===== config.mk =====
export PLATFORM = sky130hd
export DESIGN_NAME = frequency_recency_score_cache_unit
export DESIGN_NICKNAME = d
export VERILOG_FILES = /design/src/hdl/frsc_pkg.sv /design/src/hdl/frequency_recency_score_cache_unit.sv /design/src/hdl/frsc_divider.sv /design/src/hdl/frsc_controller.sv /design/src/hdl/frsc_datapath.sv
export SDC_FILE = /design/constraint.sdc
export NUM_CORES = 2
export LEC_CHECK = 0
export BUFFER_PORTS_ARGS = -buffer_cell sky130_fd_sc_hd__buf_4
export CAP_MARGIN = 15
export CORE_ASPECT_RATIO = 1.2
export CORE_MARGIN = 10
export CORE_UTILIZATION = 42
export CTS_BUF_LIST = sky130_fd_sc_hd__clkbuf_8
export DETAILED_ROUTE_END_ITERATION = 10
export PLACE_DENSITY = 0.53
export SLEW_MARGIN = 20
export SYNTH_ARGS = -nofsm -noshare
export SYNTH_HDL_FRONTEND = slang
export SYNTH_HIERARCHICAL = 1
export SYNTH_SLANG_ARGS = --single-unit

===== constraint.sdc =====
create_clock -name clk -period 8.9 [get_ports clk]
set_clock_uncertainty 0.1 [all_clocks]
set_input_delay 0 -clock clk [delete_from_list [all_inputs] [get_ports clk]]
set_output_delay 0 -clock clk [all_outputs]
set_load 0.03 [all_outputs]

===== src/hdl/frsc_pkg.sv =====
// package: types and constants shared by the score cache modules
package frsc_pkg;

  localparam int unsigned KeyWidth = 32;
  localparam int unsigned DataWidth = 32;
  localparam int unsigned CapWidth = 5;
  localparam logic [CapWidth-1:0] CapReset = 5'd16;

  localparam logic OpGet = 1'b0;
  localparam logic OpPut = 1'b1;

  typedef struct packed {
    logic opcode;
    logic [KeyWidth-1:0] key;
    logic [DataWidth-1:0] value;
  } in_item_t;

  typedef struct packed {
    logic hit;
    logic [DataWidth-1:0] read_value;
  } out_item_t;

  typedef enum logic [3:0] {
    ST_IDLE,
    ST_LOOKUP,
    ST_HIT,
    ST_MISS,
    ST_EVICT_LOAD,
    ST_EVICT_DIV,
    ST_EVICT_NEXT,
    ST_INSERT,
    ST_RESULT
  } state_t;

  typedef struct packed {
    logic take_request;
    logic lookup;
    logic hit_update;
    logic evict_start;
    logic evict_load;
    logic div_start;
    logic evict_compare;
    logic evict_commit;
    logic insert;
    logic result_load;
  } cmd_t;

  typedef struct packed {
    logic found;
    logic is_put;
    logic full;
    logic div_done;
    logic scan_last;
    logic scan_valid;
  } status_t;

endpackage


===== src/hdl/frequency_recency_score_cache_unit.sv =====
// top level: frequency over age scored key/value cache
// steps: take, lookup, then hit update or miss; a put miss inserts, after an eviction scan if full
// the eviction scan runs a serial 32-bit divide of use count by age plus one per occupied slot
// one request in flight at a time; result held in an output register
// synchronous reset empties all slots, clears the access clock, capacity to 16
module frequency_recency_score_cache_unit #(
  parameter int unsigned ENTRIES = 16
) (
  input  logic                clk,
  input  logic                rst,
  input  logic                in_valid,
  output logic                in_stall,
  input  frsc_pkg::in_item_t  in_data,
  output logic                out_valid,
  input  logic                out_stall,
  output frsc_pkg::out_item_t out_data,
  input  logic                cfg_valid,
  output logic                cfg_ready,
  input  logic [frsc_pkg::CapWidth-1:0] cfg_data
);

  frsc_pkg::cmd_t cmd;
  frsc_pkg::status_t status;
  logic idle;
  logic [frsc_pkg::CapWidth-1:0] capacity;

  assign cfg_ready = 1'b1;

  always_ff @(posedge clk) begin
    if (rst) capacity <= frsc_pkg::CapReset;
    else if (cfg_valid && cfg_ready) capacity <= cfg_data;
  end

  frsc_controller u_ctrl (
    .clk(clk), .rst(rst), .in_valid(in_valid), .in_stall(in_stall),
    .out_stall(out_stall), .out_valid(out_valid),
    .status(status), .cmd(cmd), .idle(idle)
  );

  frsc_datapath #(.ENTRIES(ENTRIES)) u_dp (
    .clk(clk), .rst(rst), .in_item(in_data), .capacity(capacity),
    .cmd(cmd), .status(status), .out_item(out_data)
  );

  a_take_when_idle: assert property (@(posedge clk) disable iff (rst)
    in_valid && !in_stall |-> idle)
    else $error("request accepted while busy");

endmodule


===== src/hdl/frsc_divider.sv =====
// serial restoring divider: 32-bit dividend over 33-bit divisor, one bit per cycle
module frsc_divider (
  input  logic        clk,
  input  logic        rst,
  input  logic        start,
  input  logic [31:0] dividend,
  input  logic [32:0] divisor,
  output logic        done,
  output logic [31:0] quotient
);

  logic [32:0] rem;
  logic [31:0] quo;
  logic [32:0] dsr;
  logic [5:0]  count;
  logic        busy;
  logic [33:0] shifted;
  logic [33:0] trial;

  always_comb begin
    shifted = {rem, quo[31]};
    trial = shifted - {1'b0, dsr};
  end

  always_ff @(posedge clk) begin
    if (rst) begin
      busy <= 1'b0;
      count <= '0;
      done <= 1'b0;
    end else begin
      done <= 1'b0;
      if (start) begin
        busy <= 1'b1;
        count <= 6'd0;
      end else if (busy) begin
        count <= count + 6'd1;
        if (count == 6'd31) begin
          busy <= 1'b0;
          done <= 1'b1;
        end
      end
    end
  end

  always_ff @(posedge clk) begin
    if (start) begin
      rem <= '0;
      quo <= dividend;
      dsr <= divisor;
    end else if (busy) begin
      if (!trial[33]) begin
        rem <= trial[32:0];
        quo <= {quo[30:0], 1'b1};
      end else begin
        rem <= shifted[32:0];
        quo <= {quo[30:0], 1'b0};
      end
    end
  end

  assign quotient = quo;

endmodule


===== src/hdl/frsc_controller.sv =====
// controller: sequencing of lookup, hit update, eviction scan and insert
module frsc_controller (
  input  logic                clk,
  input  logic                rst,
  input  logic                in_valid,
  output logic                in_stall,
  input  logic                out_stall,
  output logic                out_valid,
  input  frsc_pkg::status_t   status,
  output frsc_pkg::cmd_t      cmd,
  output logic                idle
);

  frsc_pkg::state_t state, state_next;
  logic out_full, out_full_next;

  always_ff @(posedge clk) begin
    if (rst) begin
      state <= frsc_pkg::ST_IDLE;
      out_full <= 1'b0;
    end else begin
      state <= state_next;
      out_full <= out_full_next;
    end
  end

  always_comb begin
    state_next = state;
    cmd = '0;
    in_stall = 1'b1;
    out_full_next = out_full;
    if (out_full && !out_stall) out_full_next = 1'b0;
    unique case (state)
      frsc_pkg::ST_IDLE: begin
        in_stall = 1'b0;
        if (in_valid) begin
          cmd.take_request = 1'b1;
          state_next = frsc_pkg::ST_LOOKUP;
        end
      end
      frsc_pkg::ST_LOOKUP: begin
        cmd.lookup = 1'b1;
        if (status.found) state_next = frsc_pkg::ST_HIT;
        else state_next = frsc_pkg::ST_MISS;
      end
      frsc_pkg::ST_HIT: begin
        cmd.hit_update = 1'b1;
        state_next = frsc_pkg::ST_RESULT;
      end
      frsc_pkg::ST_MISS: begin
        if (!status.is_put) begin
          state_next = frsc_pkg::ST_RESULT;
        end else if (status.full) begin
          cmd.evict_start = 1'b1;
          state_next = frsc_pkg::ST_EVICT_LOAD;
        end else begin
          state_next = frsc_pkg::ST_INSERT;
        end
      end
      frsc_pkg::ST_EVICT_LOAD: begin
        cmd.evict_load = 1'b1;
        if (status.scan_valid) begin
          cmd.div_start = 1'b1;
          state_next = frsc_pkg::ST_EVICT_DIV;
        end else begin
          state_next = frsc_pkg::ST_EVICT_NEXT;
        end
      end
      frsc_pkg::ST_EVICT_DIV: begin
        if (status.div_done) begin
          cmd.evict_compare = 1'b1;
          state_next = frsc_pkg::ST_EVICT_NEXT;
        end
      end
      frsc_pkg::ST_EVICT_NEXT: begin
        if (status.scan_last) begin
          cmd.evict_commit = 1'b1;
          state_next = frsc_pkg::ST_INSERT;
        end else begin
          state_next = frsc_pkg::ST_EVICT_LOAD;
        end
      end
      frsc_pkg::ST_INSERT: begin
        cmd.insert = 1'b1;
        state_next = frsc_pkg::ST_RESULT;
      end
      frsc_pkg::ST_RESULT: begin
        if (!out_full_next) begin
          cmd.result_load = 1'b1;
          out_full_next = 1'b1;
          state_next = frsc_pkg::ST_IDLE;
        end
      end
      default: state_next = frsc_pkg::ST_IDLE;
    endcase
  end

  assign out_valid = out_full;
  assign idle = (state == frsc_pkg::ST_IDLE);

  a_result_only_from_result_state: assert property (@(posedge clk) disable iff (rst)
    cmd.result_load |-> $past(state) != frsc_pkg::ST_IDLE || state == frsc_pkg::ST_RESULT)
    else $error("result loaded outside result state");
  a_out_holds: assert property (@(posedge clk) disable iff (rst)
    out_full && out_stall |=> out_full)
    else $error("result dropped while stalled");
  a_accept_only_idle: assert property (@(posedge clk) disable iff (rst)
    cmd.take_request |-> state == frsc_pkg::ST_IDLE)
    else $error("request taken while busy");

endmodule


===== src/hdl/frsc_datapath.sv =====
// datapath: slot arrays, access clock, lookup, score divider and victim tracking
module frsc_datapath #(
  parameter int unsigned ENTRIES = 16
) (
  input  logic                        clk,
  input  logic                        rst,
  input  frsc_pkg::in_item_t          in_item,
  input  logic [frsc_pkg::CapWidth-1:0] capacity,
  input  frsc_pkg::cmd_t              cmd,
  output frsc_pkg::status_t           status,
  output frsc_pkg::out_item_t         out_item
);

  localparam int unsigned IdxWidth = (ENTRIES > 1) ? $clog2(ENTRIES) : 1;
  localparam int unsigned CntWidth = $clog2(ENTRIES + 1);

  logic [ENTRIES-1:0] slot_valid;
  logic [31:0] slot_key [ENTRIES];
  logic [31:0] slot_value [ENTRIES];
  logic [31:0] use_count [ENTRIES];
  logic [31:0] last_use_time [ENTRIES];
  logic [31:0] access_clock;

  frsc_pkg::in_item_t req;
  logic [IdxWidth-1:0] found_idx;
  logic full;
  logic hit_reg;
  logic [31:0] read_reg;

  logic [IdxWidth-1:0] scan_idx;
  logic [IdxWidth-1:0] victim;
  logic victim_set;
  logic [31:0] best;
  logic [31:0] div_num;
  logic [32:0] div_den;
  logic div_done;
  logic [31:0] quotient;

  logic match_any;
  logic [IdxWidth-1:0] match_idx;
  logic [CntWidth-1:0] occupied;
  logic [CntWidth-1:0] eff_cap;
  logic [IdxWidth-1:0] free_idx;
  logic [31:0] age;

  logic step_scan;
  logic [IdxWidth-1:0] ins_idx;
  logic in_next;

  always_comb begin
    match_any = 1'b0;
    match_idx = '0;
    occupied = '0;
    for (int s = ENTRIES - 1; s >= 0; s--) begin
      if (slot_valid[s] && slot_key[s] == req.key) begin
        match_any = 1'b1;
        match_idx = IdxWidth'(s);
      end
    end
    for (int s = 0; s < ENTRIES; s++) begin
      occupied = occupied + CntWidth'(slot_valid[s]);
    end
    free_idx = '0;
    for (int s = ENTRIES - 1; s >= 0; s--) begin
      if (!slot_valid[s]) free_idx = IdxWidth'(s);
    end
    if (capacity == '0) eff_cap = CntWidth'(1);
    else if (32'(capacity) > 32'(ENTRIES)) eff_cap = CntWidth'(ENTRIES);
    else eff_cap = CntWidth'(capacity);
    age = access_clock - last_use_time[scan_idx];
  end

  frsc_divider u_div (
    .clk(clk), .rst(rst), .start(cmd.div_start),
    .dividend(div_num), .divisor(div_den),
    .done(div_done), .quotient(quotient)
  );

  assign div_num = use_count[scan_idx];
  assign div_den = {1'b0, age} + 33'd1;

  always_ff @(posedge clk) begin
    if (rst) begin
      slot_valid <= '0;
      access_clock <= '0;
      victim_set <= 1'b0;
      scan_idx <= '0;
    end else begin
      if (cmd.take_request) access_clock <= access_clock + 32'd1;
      if (cmd.evict_start) begin
        scan_idx <= '0;
        victim_set <= 1'b0;
      end
      if (cmd.evict_compare) begin
        if (!victim_set || quotient < best) begin
          best <= quotient;
          victim <= scan_idx;
          victim_set <= 1'b1;
        end
      end
      if (step_scan) scan_idx <= scan_idx + IdxWidth'(1);
      if (cmd.evict_commit && victim_set) slot_valid[victim] <= 1'b0;
      if (cmd.insert) slot_valid[ins_idx] <= 1'b1;
    end
  end

  // scan pointer advances when leaving the next-state step without commit
  always_ff @(posedge clk) begin
    if (rst) in_next <= 1'b0;
    else in_next <= (cmd.evict_load && !status.scan_valid) || cmd.evict_compare;
  end
  assign step_scan = in_next && !status.scan_last;

  // the victim frees its slot; lowest free slot after eviction
  always_comb begin
    ins_idx = free_idx;
    if (full && victim_set && victim < free_idx) ins_idx = victim;
    if (full && victim_set && occupied == CntWidth'(ENTRIES)) ins_idx = victim;
  end

  always_ff @(posedge clk) begin
    if (cmd.take_request) req <= in_item;
    if (cmd.lookup) begin
      found_idx <= match_idx;
      full <= occupied >= eff_cap;
      hit_reg <= match_any;
      read_reg <= '0;
    end
    if (cmd.hit_update) begin
      use_count[found_idx] <= use_count[found_idx] + 32'd1;
      last_use_time[found_idx] <= access_clock;
      if (req.opcode == frsc_pkg::OpPut) slot_value[found_idx] <= req.value;
      else read_reg <= slot_value[found_idx];
    end
    if (cmd.insert) begin
      slot_key[ins_idx] <= req.key;
      slot_value[ins_idx] <= req.value;
      use_count[ins_idx] <= 32'd1;
      last_use_time[ins_idx] <= access_clock;
    end
    if (cmd.result_load) begin
      out_item.hit <= hit_reg;
      out_item.read_value <= read_reg;
    end
  end

  always_comb begin
    status.found = match_any;
    status.is_put = (req.opcode == frsc_pkg::OpPut);
    status.full = full;
    status.div_done = div_done;
    status.scan_last = (32'(scan_idx) == 32'(ENTRIES - 1));
    status.scan_valid = slot_valid[scan_idx];
  end

  a_insert_free: assert property (@(posedge clk) disable iff (rst)
    cmd.insert |-> !slot_valid[ins_idx] || (victim_set && ins_idx == victim))
    else $error("insert into occupied slot");
  a_clock_step: assert property (@(posedge clk) disable iff (rst)
    cmd.take_request |=> access_clock == $past(access_clock) + 32'd1)
    else $error("access clock did not advance");
  a_hit_valid: assert property (@(posedge clk) disable iff (rst)
    cmd.hit_update |-> slot_valid[found_idx])
    else $error("hit on invalid slot");

endmodule


-- Word level (Yosys, flattened, before mapping)
Memories as Yosys holds them, arrays and structs flattened. A register that Yosys moved wholly into a read port is not among the register bits.
Cells that the tools add are included.
- bits in registers: 342
- RAM bits: 2048
- input bits: 75
- output and inout bits: 36
- word-level logic and storage cells: 268
- memories kept: 4
- $add $sub $neg: 22
- order comparisons: 9
- equal/unequal tests: 30
- multiplexer cells: 124
- bitwise operators: 5
- reduce and logical (&&, ||, !) cells: 46
- memories (name ; depth ; width ; read ports ; clocked after memory_dff ; wr ports ; RTL line ; text):
    u_dp.last_use_time ; 16 ; 32 ; 1 ; 1 ; 1 ; frsc_datapath.sv:21 ; logic [31:0] last_use_time [ENTRIES];
    u_dp.slot_key ; 16 ; 32 ; 16 ; 0 ; 1 ; frsc_datapath.sv:18 ; logic [31:0] slot_key [ENTRIES];
    u_dp.slot_value ; 16 ; 32 ; 1 ; 0 ; 1 ; frsc_datapath.sv:19 ; logic [31:0] slot_value [ENTRIES];
    u_dp.use_count ; 16 ; 32 ; 2 ; 1 ; 1 ; frsc_datapath.sv:20 ; logic [31:0] use_count [ENTRIES];
- operators with widths (kind ; count):
    $eq 32x32->1 ; 16
    $mux 32 ; 8
    $mux 4 ; 39
    $reduce_or 32->1 ; 3
    $add 5x1->5 ; 14
    $add 32x1->32 const B ; 2
    $mux 1 ; 57
    $mux 16 ; 3
    $sub 34x33->34 ; 1
    $add 32x1->33 const B ; 1
    $mux 33 ; 1
    $lt 32x32->1 ; 1
    $pmux 4 s8 ; 1
    $sub 32x32->32 ; 1
    $logic_and 1x1->1 ; 25
    $and 16x16->16 ; 1
    $eq 4x3->1 const B ; 4
    $not 16->16 ; 1
    $or 16x16->16 ; 1
    $lt 4x5->1 const B ; 3
    $mux 2 ; 6
    $mux 3 ; 4
    $mux 5 ; 2
    $demux 1 s4 ; 2
    other kinds (26) ; 39

-- Longest topological paths before layout
- depth in word-level cells: 26
- depth in mapped cells: 21
- gate-level depth less buffers: 19

-- Hierarchy
The synthesis kept the hierarchy.
- by module, submodules not included (module ; times used ; cells each ; area an instance (sq um) ; seq. area each (sq um)):
    frsc_datapath ; 1 ; 6417 ; 98064.1 ; 62379.8
    frsc_divider ; 1 ; 613 ; 6211.0 ; 2772.7
    frsc_controller ; 1 ; 54 ; 420.4 ; 100.1
    frequency_recency_score_cache_unit ; 1 ; 18 ; 195.2 ; 100.1

-- Least setup slack after synthesis
No wires, ideal clock.
- path type: flip-flop to flip-flop
- from: reg u_dp.slot_valid[11]
- to: mem u_dp.slot_value[3][0], enable pin
- setup time: 428 ps
- data arrival time: 5652 ps
- required time: 8372 ps
- slack: 2720 ps
- cell stages (with the launch flop): 19
- path buffers: 2
- clock period less this slack: 6180 ps
- path through: dfxtp_1 -> fa_1 -> inv_1 -> fa_1 -> inv_1 -> fa_1 -> inv_1 -> fa_1 -> inv_1 -> ha_1 -> fa_1 -> o211ai_1 -> nand2_1 -> a31oi_1 -> a21oi_1 -> clkbuf_1 -> o31ai_1 -> clkbuf_1 -> o21bai_1
- cells in the longest elaborated chain, start to end: 17
- elaborated cells between the ends (all ways): 24
- those cells by class: add/sub: 5; order compare: 1; eq/ne: 1; mux: 15; reduce/logical: 2
- RTL lines (what ; RTL line ; text):
    start: declaration ; frsc_datapath.sv:17 ; logic [ENTRIES-1:0] slot_valid;
    start signal: assignment ; frsc_datapath.sv:84 ; slot_valid <= '0;
    start signal: indexed assignment ; frsc_datapath.sv:102 ; if (cmd.evict_commit && victim_set) slot_valid[victim] <= 1'b0;
    start signal: indexed assignment ; frsc_datapath.sv:103 ; if (cmd.insert) slot_valid[ins_idx] <= 1'b1;
    branches (longest 15 deep; another with $add 5x1->5) ; n/a ;
    $mux 4 * ; frsc_datapath.sv:118 ; if (full && victim_set && occupied == CntWidth'(ENTRIES)) ins_idx = victim;
    $mux 4 (no source line) * ; n/a ;
    end: declaration ; frsc_datapath.sv:19 ;
Every way passes the cells marked *.

-- Worst setup path in the final report
- from: reg u_dp.slot_valid[11]
- to: mem u_dp.slot_key[8][20], enable pin
- cells in the longest elaborated chain, start to end: 16
- elaborated cells between the ends (all ways): 23
- those cells by class: add/sub: 5; order compare: 1; eq/ne: 1; mux: 14; reduce/logical: 2
- RTL lines (what ; RTL line):
    branches (longest 15 deep; another with $add 5x1->5) ; n/a
    $mux 4 * ; frsc_datapath.sv:118
    end: declaration ; frsc_datapath.sv:18
Marks and branches as above.

==> impl_metrics.py <==
metrics = {
    "outcome": {
        "status": "complete, no violations",
    },
    "pwr": {
        "pwr_density_cell_mw_per_mm2": 225,
        "peakVddDrop_mv": 0.131,
        "p_sw_share_pct": 26.9,
        "p_int_w": 0.0196,
        "power_frac_seq_pct": 50.4,
        "p_sw_w": 0.00720,
        "p_leak_nw": 40.5,
        "combPwrFrac_pct": 14.7,
        "p_clk_share_pct": 34.9,
    },
    "floorplanning": {
        "dieWidth_um": 476,
        "floorplan.initialDensity_pct": 42.3,
        "io_pins": 111,
        "coreArea_mm2": 0.248,
        "row_count": 200,
        "die_area_mm2": 0.270,
        "fp.dieH_um": 567,
    },
    "detailed_routing": {
        "drcViolationCount": 0,
        "first_pass_iters": 5,
        "vias": 63100,
        "drtIter0Drc": 5366,
        "wirelength_mm": 297,
        "ant_nets": 0,
        "wl_per_cell_um": 26.7,
        "vias_per_cell": 5.66,
    },
    "setup_path": {
        "startpoint": "u_dp/slot_valid[11]",
        "r2r_start": "u_dp/slot_valid[11]",
        "critical_path_class": "reg -> reg",
        "ff2ff_setup_slack_ns": 1.81,
        "worstPathRequired_ns": 9.53,
        "path_max_fanout": 36,
        "endpoint_kind": "register",
        "r2r_cells": 19,
        "start_kind": "register",
        "worstPathArrival_ns": 7.72,
        "worst_r2r_endpoint": "u_dp/slot_key[8][20]",
    },
    "clocking": {
        "cts_num_sinks": 2394,
        "htree_num_levels": 5,
        "cts_buffer_depth": 4,
        "cts_setup_buffers": 0,
        "cts_made_buffers": 394,
        "clk_latency_ns": 1.03,
        "cts_tree": "built",
        "path_clk_slew_ns": 0.07,
        "cts_root_buffer": "clkbuf_8",
    },
    "yosys": {
        "synth_edf_count": 1741,
        "synth_cell_type_count": 103,
        "synth_seq_area_share_pct": 62.3,
        "synth-xor-area-share_pct": 5.53,
        "ys_ff_latch": 2394,
        "yosys_warnings": 6,
        "synth_fa_ha_area_share_pct": 1.58,
        "ys.flop_type": "edfxtp_1",
        "synth_compound_area_share_pct": 5.36,
        "yosys.area_share.simple_pct": 7.95,
        "ys_async_sr_fraction_pct": 0,
        "synth_area_leader_cell": "edfxtp_1",
        "syn_nets": 7302,
        "avgSynthCellArea_um2": 14.8,
        "synthCells": 7102,
        "syn_area_mm2": 0.105,
        "netlist.area_leader.share_pct": 49.8,
        "synthMuxAreaShare_pct": 14.5,
        "synth.area.top_cells": "edfxtp_1 (50%), mux4_2 (13%), dfxtp_1 (12%)",
        "synth_top_family_by_area": "multiplexers",
    },
    "sta": {
        "setup_violations": 0,
        "fin_tns_setup_ns": 0,
        "slew_headroom_pct": 20.9,
        "rsz0062_at_grt": "no",
        "period_needed_ns": 7.09,
        "hold_viol_final": 0,
        "final_max_slew_viol_count": 0,
        "tightest_slew_ns": 1.18,
        "fmax_ghz": 0.141,
        "period_share_pct": 79.6,
    },
    "cells_and_area": {
        "post-route-util_pct": 48.0,
        "areaGrowthSynthToFinish_pct": 13.5,
        "layoutNonFillerInstCount": 11100,
        "nets": 7680,
        "layout-drive-gt1-share_pct": 21.0,
    },
    "grt": {
        "grt_util_all_layers_pct": 21.4,
        "grt_max_degree": 111,
        "grt_pass1_vias": 64900,
        "antenna_found_initial": 4,
        "grt_pass1_wl_mm": 438,
        "grt.overflow.total": 0,
    },
    "place": {
        "dp.cells": 10300,
        "port_buffers": 109,
        "gp_congestion": 0.821,
        "hpwl_mm": 175,
    },
    "min_path": {
        "worstHoldStart": "in_data[4]",
        "holdCritPathClass": "in -> reg",
        "hold_end": "u_dp/req[4]",
        "whs_path_depth": 3,
    },
    "job": {
        "drv_cap": 0,
    },
}
-- power groups by stage --
stage | registers [W] | clock network, W | logic (W)
3_5_place_dp | 0.0137 | 0 | 0.00390
4_1_cts | 0.0135 | 0.00962 | 0.00397
6_report | 0.0135 | 0.00934 | 0.00395
2_1_floorplan | 0.0135 | 0 | 0.00295
5_1_grt | 0.0136 | 0.0101 | 0.00429
3_3_place_gp | 0.0136 | 0 | 0.00383
-- worst max-delay path, cell delays in order, from the launching register on --
cell	delay (ns)
dfxtp_1	0.40
fa_1	0.57
inv_1	0.05
fa_1	0.48
inv_1	0.06
fa_1	0.51
inv_1	0.05
fa_1	0.48
inv_1	0.04
ha_1	0.21
fa_1	0.49
nor2_1	0.13
nand2_1	0.07
nand2_1	0.07
a31oi_1	0.12
a21oi_4	0.61
buf_4	0.34
o31a_1	0.48
clkinv_2	0.92
buf_4	0.58
-- layout make-up --
class,count,area [um^2]
clock buffers,454,6250
well taps,3333,4170
inverters,171,652
clock inverters,274,1390
multi-input cells,4068,37300
fillers,21400,129000
flip-flops and latches,2394,65400
repair buffers,451,3910
diodes,4,10.0
-- worst max-delay path by stage --
stage,endpoint,cells after the start
6_report,u_dp/slot_key[8][20],19
5_1_grt,u_dp/last_use_time[9][9],18
4_1_cts,u_dp/last_use_time[9][4],18
3_5_place_dp,u_dp/last_use_time[9][31],18
3_3_place_gp,u_dp/last_use_time[9][31],18
2_1_floorplan,u_dp/slot_value[3][0],18
-- metal layers --
metal	up-vias	track usage [%]	share of wire (%)
met5	-	0	0.0037
met4	2	6.36	2.9
met3	550	3.42	5.7
met2	2103	36.8	50
met1	32500	27.9	42
li1	28000	-	-
-- per-stage QoR --
step / power (W) / hold WS [ns] / area [um^2] / setup WS, ns
3_5_place_dp: 0.0176 / 0.0795 / 110000 / 1.87
3_3_place_gp: 0.0175 / 0.0801 / 110000 / 1.83
5_1_grt: 0.0280 / 0.0799 / 119000 / 1.52
2_1_floorplan: 0.0164 / -0.0309 / 105000 / 2.72
4_1_cts: 0.0270 / 0.00853 / 119000 / 1.85
6_report: 0.0268 / 0.113 / 119000 / 1.81
-- repair_timing --
action | in CTS | in global routing
endpoints found under the hold margin | 206 | 0
gates resized for setup | 0 | 0
hold buffers | 157 | 0
-- kinds of logic after synthesis --
family                     Yosys count
other                                1
muxes                              706
xor gates and xnor gates           642
AOI/OAI and AO/OA                  801
buffers and inverters              640
adders and majority gates          125
DFF                               2394
and+or+nand+nor                   1793
-- cells in the mapped netlist (all sizes together) (32+ instances only) --
cell type	n
mux2	33
a21o	32
buf	168
a21oi	135
and3	32
edfxtp	1741
nor3	208
xnor2	458
dfxtp	653
nand2	250
nand4	141
ha	113
xor2	184
inv	171
nor4	54
nor2	833
clkbuf	301
o21ai	129
nand2b	57
mux4	644
nand3	98
a211oi	334
-- cells in the final DEF, fill, tap and decap left out, types with 16 or more instances in the layout --
master         Yosys  final
clkinv_1           0     53
nand3_1           95     95
xor2_1           176    173
ha_1             113    113
inv_1            170    325
nand2_1          246    233
dfxtp_1          653    648
a21o_1            32     32
nor2b_1           30     29
nor2_4             4     16
a211oi_2          31     31
nand2b_1          57     53
dlygate4sd3_1      0    157
mux4_2           623    623
o21ai_0          127    114
clkinv_2           0     40
mux2i_1           29     29
a21oi_1          135    133
buf_4             33    283
nand4_1          141    141
nor4_1            54     51
mux4_1            20     20
nor2_1           826    814
edfxtp_1        1741   1741
nor3_1           206    202
and3_1            30     30
a211oi_1         303    303
xnor2_1          449    447
mux2_2            32     32
o21a_1            16     16
o211ai_1          27     27
clkbuf_8           0    454
Note: power is estimated with default switching activity, not from simulation.
